==> src/plce_pkg.sv <==
`timescale 1ns / 1ps
package plce_pkg;
    localparam int MaxPoints = 32;
    localparam int IdxW = $clog2(MaxPoints);
    localparam int CntW = $clog2(MaxPoints + 1);

    localparam logic [1:0] CfgPointCount = 2'd0;
    localparam logic [1:0] CfgAreaWidth  = 2'd1;
    localparam logic [1:0] CfgAreaHeight = 2'd2;

    localparam logic OpWrite = 1'b0;
    localparam logic OpEval  = 1'b1;

    typedef struct packed {
        logic        opcode;
        logic [4:0]  point_index;
        logic [15:0] point_x;
        logic [15:0] point_y;
        logic [31:0] position;
    } t_req;

    typedef struct packed {
        logic [11:0] scaled_x;
        logic [11:0] scaled_y;
        logic        range_error;
    } t_rsp;

    typedef enum logic [3:0] {
        S_IDLE, S_SRCH_RD, S_SRCH_CMP, S_SEG_RD0, S_SEG_RD1, S_SEG_CHK,
        S_MUL, S_DIV, S_SAT, S_SCALE, S_OUT
    } t_state;
endpackage

==> src/piecewise_linear_curve_eval.sv <==
`timescale 1ns / 1ps
// Evaluates a piecewise-linear curve held in a 32-entry breakpoint memory. A breakpoint
// write request is taken while the block is idle and produces no response. An evaluate
// request holds the block busy through up to five binary search steps, each a memory read
// and a compare, and one final read; then the segment is read and checked. Then come a
// multiply, a restoring divider that computes |dy|*offset/dx, and the steps that saturate,
// scale and load the output register. A request that ends on the segment start or on a
// range error skips the multiply, the divide and the saturation. One request is in flight
// at a time. A finished response waits in the output register while the next request is
// processed, and an evaluate that finishes before it is taken waits for it.
module piecewise_linear_curve_eval (
    input  logic                i_clk,
    input  logic                i_rst_n,
    input  logic                i_valid,
    output logic                o_ready,
    input  plce_pkg::t_req      i_req,
    output logic                o_valid,
    input  logic                i_ready,
    output plce_pkg::t_rsp      o_rsp,
    input  logic                i_cfg_we,
    input  logic [1:0]          i_cfg_index,
    input  logic [11:0]         i_cfg_data
);
    logic [31:0] mem [plce_pkg::MaxPoints];
    logic [31:0] r_rd;
    logic [plce_pkg::IdxW-1:0] rd_addr;
    logic rd_en, wr_en;

    plce_pkg::t_state r_state, n_state;
    logic [5:0]  r_cnt;
    logic [11:0] r_w, r_h;
    logic [15:0] r_posx;
    logic [plce_pkg::CntW-1:0] r_lo, r_hi, n_lo, n_hi;
    logic [plce_pkg::CntW-1:0] mid, used;
    logic [15:0] r_x0, r_y0, r_x1, r_y1;
    logic [31:0] r_num, n_num;
    logic [16:0] r_rem, n_rem;
    logic [15:0] r_dx;
    logic [5:0]  r_step, n_step;
    logic [15:0] r_yo, n_yo, r_xo, n_xo;
    logic        r_err, n_err;
    logic [27:0] r_sx, r_sy;
    logic        r_ov;
    plce_pkg::t_rsp r_rsp;
    logic [17:0] rem_sh;
    logic [16:0] ysum;
    logic [15:0] dyv;

    assign used = (r_cnt < 6'd2) ? plce_pkg::CntW'(2) :
        (r_cnt > 6'(plce_pkg::MaxPoints)) ? plce_pkg::CntW'(plce_pkg::MaxPoints) :
        plce_pkg::CntW'(r_cnt);
    assign mid = plce_pkg::CntW'((r_lo + r_hi) >> 1);

    always_ff @(posedge i_clk) begin
        if (wr_en) mem[i_req.point_index[plce_pkg::IdxW-1:0]] <= {i_req.point_x, i_req.point_y};
        if (rd_en) r_rd <= mem[rd_addr];
    end

    always_ff @(posedge i_clk) begin
        if (!i_rst_n) begin
            r_cnt <= 6'd2;
            r_w <= '0;
            r_h <= '0;
        end else if (i_cfg_we) begin
            case (i_cfg_index)
                plce_pkg::CfgPointCount: r_cnt <= i_cfg_data[5:0];
                plce_pkg::CfgAreaWidth:  r_w <= i_cfg_data;
                plce_pkg::CfgAreaHeight: r_h <= i_cfg_data;
                default: ;
            endcase
        end
    end

    always_ff @(posedge i_clk) begin
        if (!i_rst_n) begin
            r_state <= plce_pkg::S_IDLE;
            r_ov <= 1'b0;
        end else begin
            r_state <= n_state;
            if (r_state == plce_pkg::S_OUT && (!r_ov || i_ready)) r_ov <= 1'b1;
            else if (i_ready) r_ov <= 1'b0;
        end
    end

    assign o_ready = (r_state == plce_pkg::S_IDLE);
    assign o_valid = r_ov;
    assign o_rsp = r_rsp;
    assign dyv = (r_y1 < r_y0) ? r_y0 - r_y1 : r_y1 - r_y0;
    assign rem_sh = {r_rem, r_num[31]};

    always_comb begin
        n_state = r_state;
        n_lo = r_lo; n_hi = r_hi;
        n_num = r_num; n_rem = r_rem; n_step = r_step;
        n_yo = r_yo; n_xo = r_xo; n_err = r_err;
        rd_en = 1'b0; rd_addr = '0; wr_en = 1'b0; ysum = '0;
        case (r_state)
            plce_pkg::S_IDLE: begin
                if (i_valid) begin
                    if (i_req.opcode == plce_pkg::OpWrite) begin
                        wr_en = 1'b1;
                    end else begin
                        n_lo = '0;
                        n_hi = plce_pkg::CntW'(used - 1'b1);
                        n_state = plce_pkg::S_SRCH_RD;
                    end
                end
            end
            plce_pkg::S_SRCH_RD: begin
                if (r_lo < r_hi) begin
                    rd_en = 1'b1; rd_addr = mid[plce_pkg::IdxW-1:0];
                    n_state = plce_pkg::S_SRCH_CMP;
                end else begin
                    rd_en = 1'b1;
                    rd_addr = (r_lo == '0) ? '0 : plce_pkg::IdxW'(r_lo - 1'b1);
                    n_state = plce_pkg::S_SEG_RD0;
                end
            end
            plce_pkg::S_SRCH_CMP: begin
                if (r_posx < r_rd[31:16]) n_hi = mid;
                else n_lo = plce_pkg::CntW'(mid + 1'b1);
                n_state = plce_pkg::S_SRCH_RD;
            end
            plce_pkg::S_SEG_RD0: begin
                rd_en = 1'b1; rd_addr = r_lo[plce_pkg::IdxW-1:0];
                n_state = plce_pkg::S_SEG_RD1;
            end
            plce_pkg::S_SEG_RD1: n_state = plce_pkg::S_SEG_CHK;
            plce_pkg::S_SEG_CHK: begin
                n_xo = r_x0; n_yo = r_y0;
                if (r_lo == '0) begin
                    n_err = 1'b1; n_state = plce_pkg::S_SCALE;
                end else if (r_x1 <= r_x0 || r_posx < r_x0) begin
                    n_err = 1'b1; n_state = plce_pkg::S_SCALE;
                end else begin
                    n_err = 1'b0;
                    n_state = (r_posx == r_x0) ? plce_pkg::S_SCALE : plce_pkg::S_MUL;
                end
            end
            plce_pkg::S_MUL: begin
                n_num = 32'(dyv) * 32'(r_posx - r_x0);
                n_rem = '0; n_step = '0; n_xo = r_posx;
                n_state = plce_pkg::S_DIV;
            end
            plce_pkg::S_DIV: begin
                if (rem_sh >= {2'b0, r_dx}) begin
                    n_rem = 17'(rem_sh - {2'b0, r_dx});
                    n_num = {r_num[30:0], 1'b1};
                end else begin
                    n_rem = rem_sh[16:0];
                    n_num = {r_num[30:0], 1'b0};
                end
                n_step = 6'(r_step + 1'b1);
                if (r_step == 6'd31) n_state = plce_pkg::S_SAT;
            end
            plce_pkg::S_SAT: begin
                if (r_y1 < r_y0) begin
                    n_yo = (r_num > 32'(r_y0)) ? 16'd0 : 16'(r_y0 - r_num[15:0]);
                end else begin
                    ysum = 17'(r_y0) + 17'(r_num[15:0]);
                    n_yo = (r_num[31:16] != '0 || ysum[16]) ? 16'hFFFF : ysum[15:0];
                end
                n_state = plce_pkg::S_SCALE;
            end
            plce_pkg::S_SCALE: n_state = plce_pkg::S_OUT;
            plce_pkg::S_OUT: if (!r_ov || i_ready) n_state = plce_pkg::S_IDLE;
            default: n_state = plce_pkg::S_IDLE;
        endcase
    end

    always_ff @(posedge i_clk) begin
        r_lo <= n_lo; r_hi <= n_hi;
        r_num <= n_num; r_rem <= n_rem; r_step <= n_step;
        r_yo <= n_yo; r_xo <= n_xo; r_err <= n_err;
        r_dx <= r_x1 - r_x0;
        if (r_state == plce_pkg::S_IDLE) r_posx <= i_req.position[31:16];
        if (r_state == plce_pkg::S_SEG_RD0) {r_x0, r_y0} <= r_rd;
        if (r_state == plce_pkg::S_SEG_RD1) {r_x1, r_y1} <= r_rd;
        if (r_state == plce_pkg::S_SCALE) begin
            r_sx <= r_xo * r_w;
            r_sy <= r_yo * r_h;
        end
        if (r_state == plce_pkg::S_OUT && (!r_ov || i_ready)) begin
            r_rsp.scaled_x <= r_sx[27:16];
            r_rsp.scaled_y <= r_sy[27:16];
            r_rsp.range_error <= r_err;
        end
    end
endmodule

==> config.mk <==
export PLATFORM = sky130hd
export DESIGN_NAME = piecewise_linear_curve_eval
export DESIGN_NICKNAME = d
export VERILOG_FILES = /design/src/plce_pkg.sv /design/src/piecewise_linear_curve_eval.sv
export SDC_FILE = /design/constraint.sdc
export NUM_CORES = 2
export LEC_CHECK = 0
export BUFFER_PORTS_ARGS = -buffer_cell sky130_fd_sc_hd__buf_2
export CAP_MARGIN = 25
export CORE_UTILIZATION = 45
export DETAILED_ROUTE_END_ITERATION = 7
export SYNTH_ARGS = -nofsm -noshare
export SYNTH_HDL_FRONTEND = slang
export SYNTH_SLANG_ARGS = --single-unit
==> constraint.sdc <==
create_clock -name i_clk -period 9.5 [get_ports i_clk]
set_clock_uncertainty 0.05 [all_clocks]
set_input_delay 0.475 -clock i_clk [delete_from_list [all_inputs] [get_ports i_clk]]
set_output_delay 0.475 -clock i_clk [all_outputs]
set_load 0.05 [all_outputs]
# Word-level counts from Yosys, hierarchy flattened
# Memories as Yosys holds them, arrays and structs flattened. A register that Yosys moved wholly into a read port is not among the register bits.
# Cells that the tools add are included.
# W data, S select, Z words.
[totals] reg_bits=312 mem_bits_rw=1024 input_bits=89 output_inout_bits=27 mem_count=1
[memory_table] name="mem" words=32 word_bits=32 rd=1 rd_ports_with_merged_regs=1 wr=1 line="piecewise_linear_curve_eval.sv:24" source="logic [31:0] mem [plce_pkg::MaxPoints];"
[op_classes] addsub=12 n_mul=3 order_cmp=9 n_eq_ne=20 muxes=42 n_reduce_logical=21
[ops] cell="$mux W16" n=4
[ops] cell="$pmux W16 S2" n=2
[ops] cell="$pmux W32 S2" n=1
[ops] cell="$sub A16 B16 Y16" n=4
[ops] cell="$mul A16 B12 Y28" n=2
[ops] cell="$lt A16 B16 Y1" n=3
[ops] cell="$mux W6" n=8
[ops] cell="$pmux W4 S11" n=1
[ops] cell="$pmux W6 S2" n=3
[ops] cell="$pmux W17 S2" n=1
[ops] cell="$gt A32 B16 Y1" n=1
[ops] cell="$mul A17 B17 Y32" n=1
[ops] cell="$mux W4" n=7
[ops] cell="$ge A18 B16 Y1" n=1
[ops] cell="$add A16 B16 Y17" n=1
[ops] cell="$mux W17" n=1
[ops] cell="$sub A16 B16 Y17" n=1
[ops] cell="$sub A17 B16 Y17" n=1
[ops] cell="$eq A16 B16 Y1" n=1
[ops] cell="$eq A4 B3 Y1 const B" n=4
[ops] cell="$le A16 B16 Y1" n=1
[ops] cell="$reduce_bool A16 Y1" n=1
[ops] cell="$eq A4 B4 Y1 const B" n=3
[ops] cell="$reduce_and A4 Y1" n=3
[ops] cell="other kinds (27)" n=51

# Depth between registers and ports, before layout
[logic_depth] word_depth=7 mapped_depth=38

# Least setup slack after synthesis
# No wires, ideal clock.
[synth_timing] path_kind="flip-flop to flip-flop" start="register r_y0[1]" end="register r_num[30], data pin" setup_ps=273 t_arrival_ps=8399 t_required_ps=9177 setup_slack_ps=779 stages_incl_launch_ff=33 path_buffers=1 cell_sequence="edfxtp_1 inv_1 fa_1 a21oi_1 o22ai_1 o211ai_1 o21a_1 buf_2 mux2i_1 o22ai_1 a221oi_2 xor2_2 nor2_1 fa_1 inv_1 fa_1 fa_1 inv_1 fa_1 fa_1 inv_1 fa_1 inv_1 ha_1 and4_1 o211a_1 a211o_1 o21ai_0 a31oi_1 a311oi_1 nor2b_1 mux2i_1 a31oi_1"
[synth_via] elab_chain_len=4 word_cells_on_any_way=6 classes_between="add/sub: 2; mul: 1; order compare: 1; mux: 2"
[synth_lines] item="start: declaration" line="piecewise_linear_curve_eval.sv:35" source="logic [15:0] r_x0, r_y0, r_x1, r_y1;"
[synth_lines] item="start signal: assignment" line="piecewise_linear_curve_eval.sv:177" source="if (r_state == plce_pkg::S_SEG_RD0) {r_x0, r_y0} <= r_rd;"
[synth_lines] item="$sub A16 B16 Y16 / $lt A16 B16 Y1 (equally long branches)" line="piecewise_linear_curve_eval.sv:88" source="assign dyv = (r_y1 < r_y0) ? r_y0 - r_y1 : r_y1 - r_y0;"
[synth_lines] item="$mux W16 *" line="piecewise_linear_curve_eval.sv:88"
[synth_lines] item="$mul A17 B17 Y32 *" line="piecewise_linear_curve_eval.sv:141" source="n_num = 32'(dyv) * 32'(r_posx - r_x0);"
[synth_lines] item="$pmux W32 S2 *" line="piecewise_linear_curve_eval.sv:97" source="case (r_state)"
[synth_lines] item="via n_num[30]" line="piecewise_linear_curve_eval.sv:36" source="logic [31:0] r_num, n_num;"
[synth_lines] item="end signal: assignment" line="piecewise_linear_curve_eval.sv:173" source="r_num <= n_num; r_rem <= n_rem; r_step <= n_step;"
[synth_lines] item="end: declaration" line="piecewise_linear_curve_eval.sv:36"
# The timed path passes the listed nets; every way through them passes the cells marked *.
# A chain may end at the register's enable or synchronous reset.

# Worst setup path in the final report
[layout_timing] start="register r_y0[0]" end="register r_num[28], data pin"
# Same word-level chain as after synthesis.

==> flow_summary.yaml <==
logic_synthesis:
  synth_edf_count: 1285
  synth_area_leaders: "edfxtp_1, fa_1, ha_1"
  synth_top_area_share_pct: 49.3
  ys_async_sr_fraction_pct: 0
  syn_area_sq_mm: 0.0783
  ys_types: 103
  synth_area_leader_cell: "edfxtp_1"
  ys_seq_area_share_pct: 50.6
  yosysWarnings: 0
  avgSynthCellArea_sq_um: 11.8
  synth_seq_cells: 1336
  synth.net_count: 7629
  ys.flop_type: "edfxtp_1"
  syn_inst: 6650
placement:
  place_hpwl_um: 151000
  port_buffers: 99
  preCtsSetupSlack_ns: 0.0613
  place_congestion: 0.925
critical_path:
  cp.arrival_ns: 9.48
  start_kind: "flip-flop"
  cp_data_required_time_ns: 9.95
  crit_path_max_incr_delay_ns: 0.56
  crit_type: "reg -> reg"
  cp_top_family: "adder cells"
  path_max_fanout: 4
  end_kind: "flip-flop"
  path_buf_inv: 8
  crit_slowest_cell: "fa_1"
  crit_top_cell: "fa_1"
pwr:
  power.total_mw: 30.7
  p_leak_nw: 34.1
  intPower_mw: 18.1
  pwr-share-clk_pct: 18.0
  pwr-share-comb_pct: 57.8
  vdd_ir_drop_max_uv: 1150
  seq_power_share_pct: 24.2
  p_per_area_mw_per_mm2: 352
  p_sw_mw: 12.6
  p_sw_share_pct: 41.1
final_layout:
  layout.filler_cells: 15100
  synthToLayoutAreaGrowth_pct: 11.3
  layout-drive-gt1-share_pct: 9.06
  nNetsFinal: 7768
clock_tree:
  clk_pin_slew_ns: 0.06
  cts_tree: "done"
  cts_max_path_buffers: 3
  numCtsBuffers: 143
  cts-root-buf: "clkbuf_16"
  insertion_delay_ns: 0.78
  clkSinkCount: 1336
  cts_htree_levels: 4
timing:
  slew_headroom_pct: 24.1
  setup_ws_ns: 0.469
  period_minus_slack_ns: 9.03
  hold_viol_final: 0
  fin_crit_sh_pct: 95.1
  max_freq_mhz: 111
  slew_violations: 0
  worst_pin_slew_ns: 1.13
  setup_violations: 0
floorplan:
  die_x_um: 419
  rows: 152
  die_area_sq_mm: 0.176
  die_h_um: 419
  core_area_sq_mm: 0.172
  io_pins: 116
  start_util_pct: 45.4
outcome:
  status: "completed"
detailed_routing:
  drtIter0Drc: 5110
  routed_wire_length_per_instance_um: 24.4
  antenna_violating_nets_post_route: 0
  num_vias: 52900
  vias_per_cell: 5.74
  drt_wl_total_um: 224000
  first_pass_iters: 7
  drc_errors: 0
global_route:
  grt_usage_pct: 25.7
  grt_pass1_wl_um: 336000
  grt_max_degree: 105
  grt-ovfl-total: 0
  antenna_found_initial: 17
  grt_pass1_vias: 52900
flow_run:
  drv_cap: 0
min_path:
  hp-class: "in -> reg"
## worst paths after layout
path | startpoint | to | slack [ns] | cells past startpoint
setup / recovery | r_y0[0] | r_num[28] | 0.47 | 35
hold / removal | i_rst_n | r_cnt[1] | 0.11 | 2
setup reg to reg | r_y0[0] | r_num[28] | 0.47 | 35
hold reg to reg | r_sy[18] | o_rsp[3] | 0.35 | 0
## cells in the final DEF, fill, tap and decap left out, types with 20 or more instances in the layout
master         synthesis  layout
o211ai_1              29      29
nor2_1               388     348
xnor2_1               72      69
clkbuf_1             188      30
o22ai_1               78      78
o21ai_0              116     113
o31ai_1               20      20
nor4_1                36      35
mux2i_1              226     226
edfxtp_1            1285    1285
inv_1                725     725
nor3_1                70      70
a21oi_1              168     165
a32o_1                67      67
dlygate4sd3_1          0      28
buf_4                 15     177
nand2_1              968     968
dfxtp_1               51      51
nand4_1               89      89
clkbuf_16              0     149
buf_2                 92     105
nor2b_1               62      61
a31oi_1               28      27
or3_1                 27      27
a32oi_1               38      38
nand3_1              158     156
and4_1                30      29
a211oi_1              30      27
and3_1                33      31
xor2_1                42      42
fa_1                 495     495
nand2b_1              39      39
and2_1               149     148
ha_1                 395     395
or2_2                 20      20
clkinv_1               1      28
a21o_1                62      62
nor2_4                 0      37
o21a_1                29      28
## kinds of logic (layout without fill, tap and decap cells)
| kind of cell | Yosys count | in the layout | share of synthesized area (%) |
|---|---|---|---|
| xor+xnor | 116 | 116 | 1.32 |
| simple gates | 2125 | 2125 | 12.6 |
| mux | 243 | 243 | 3.13 |
| buf+inv | 1053 | 1300 | 5.31 |
| compound gates | 886 | 886 | 8.10 |
| fa+ha+maj | 890 | 890 | 19.0 |
| flops | 1336 | 1336 | 50.6 |
| other cells | 1 | 5 | 0.00479 |
## cell type report
| class | count | area [sq um] | area share, % |
|---|---|---|---|
| Sequential cell | 1336 | 39600 | 45.4 |
| Multi-Input combinational cell | 4261 | 35000 | 40.1 |
| Clock buffer | 182 | 3880 | 4.45 |
| Tap cell | 2310 | 2890 | 3.32 |
| Inverter | 726 | 2730 | 3.13 |
| Timing Repair Buffer | 321 | 2310 | 2.66 |
| Clock inverter | 71 | 738 | 0.847 |
| Antenna cell | 4 | 10.0 | 0.0115 |
## sequential cells by signal, summed over array words and instances, names as in the netlist, 17 cells and up
signal / cells
r_rd: 32
o_rsp: 25
mem: 1024
r_num: 32
r_rem: 17
## through the flow
stage	hold WS (ns)	setup TNS (ns)	area, sq um	instances	utilization (%)
detailed placement	0.356	0	82200	8922	47.7
global route	0.118	-0.0125	87200	9209	50.6
global placement	0.352	0	82100	8914	47.6
CTS	0.0705	0	87100	9203	50.5
floorplan	0.350	0	78300	6650	-
finish	0.110	0	87200	9211	50.6
## power by group through the flow
stage | clock network (mW) | logic [mW] | registers [mW]
after global placement | 0 | 17.3 | 7.54
final | 5.54 | 17.7 | 7.42
after detailed placement | 0 | 17.6 | 7.55
after floorplan | 0 | 12.5 | 7.49
after global routing | 5.82 | 20.1 | 7.43
after CTS | 5.61 | 17.8 | 7.42
## metal layers
metal	up-vias	global-route usage [%]	wire [um]
met5	-	0	100
met4	16	8.77	7690
met3	371	3.52	15900
met2	2024	41.7	106000
met1	26800	35.3	94700
li1	23600	-	-
## timing repair
action	in CTS	in global routing
hold endpoints to repair	43	0
gates resized for setup	0	14
hold buffers	28	0
setup buffers	0	1
endpoints found under the setup margin	0	8
## Yosys cell counts, drive strengths merged (62+ instances only)
master,number
inv,725
fa,495
nand2,970
o21ai,120
nor2,388
xnor2,73
nor2b,63
edfxtp,1285
nand3,160
nand4,89
a32o,67
clkbuf,189
buf,138
mux2i,226
and2,150
ha,395
nor3,72
a21oi,168
o22ai,78
a21o,62
Power figures use the tool's default switching activity.
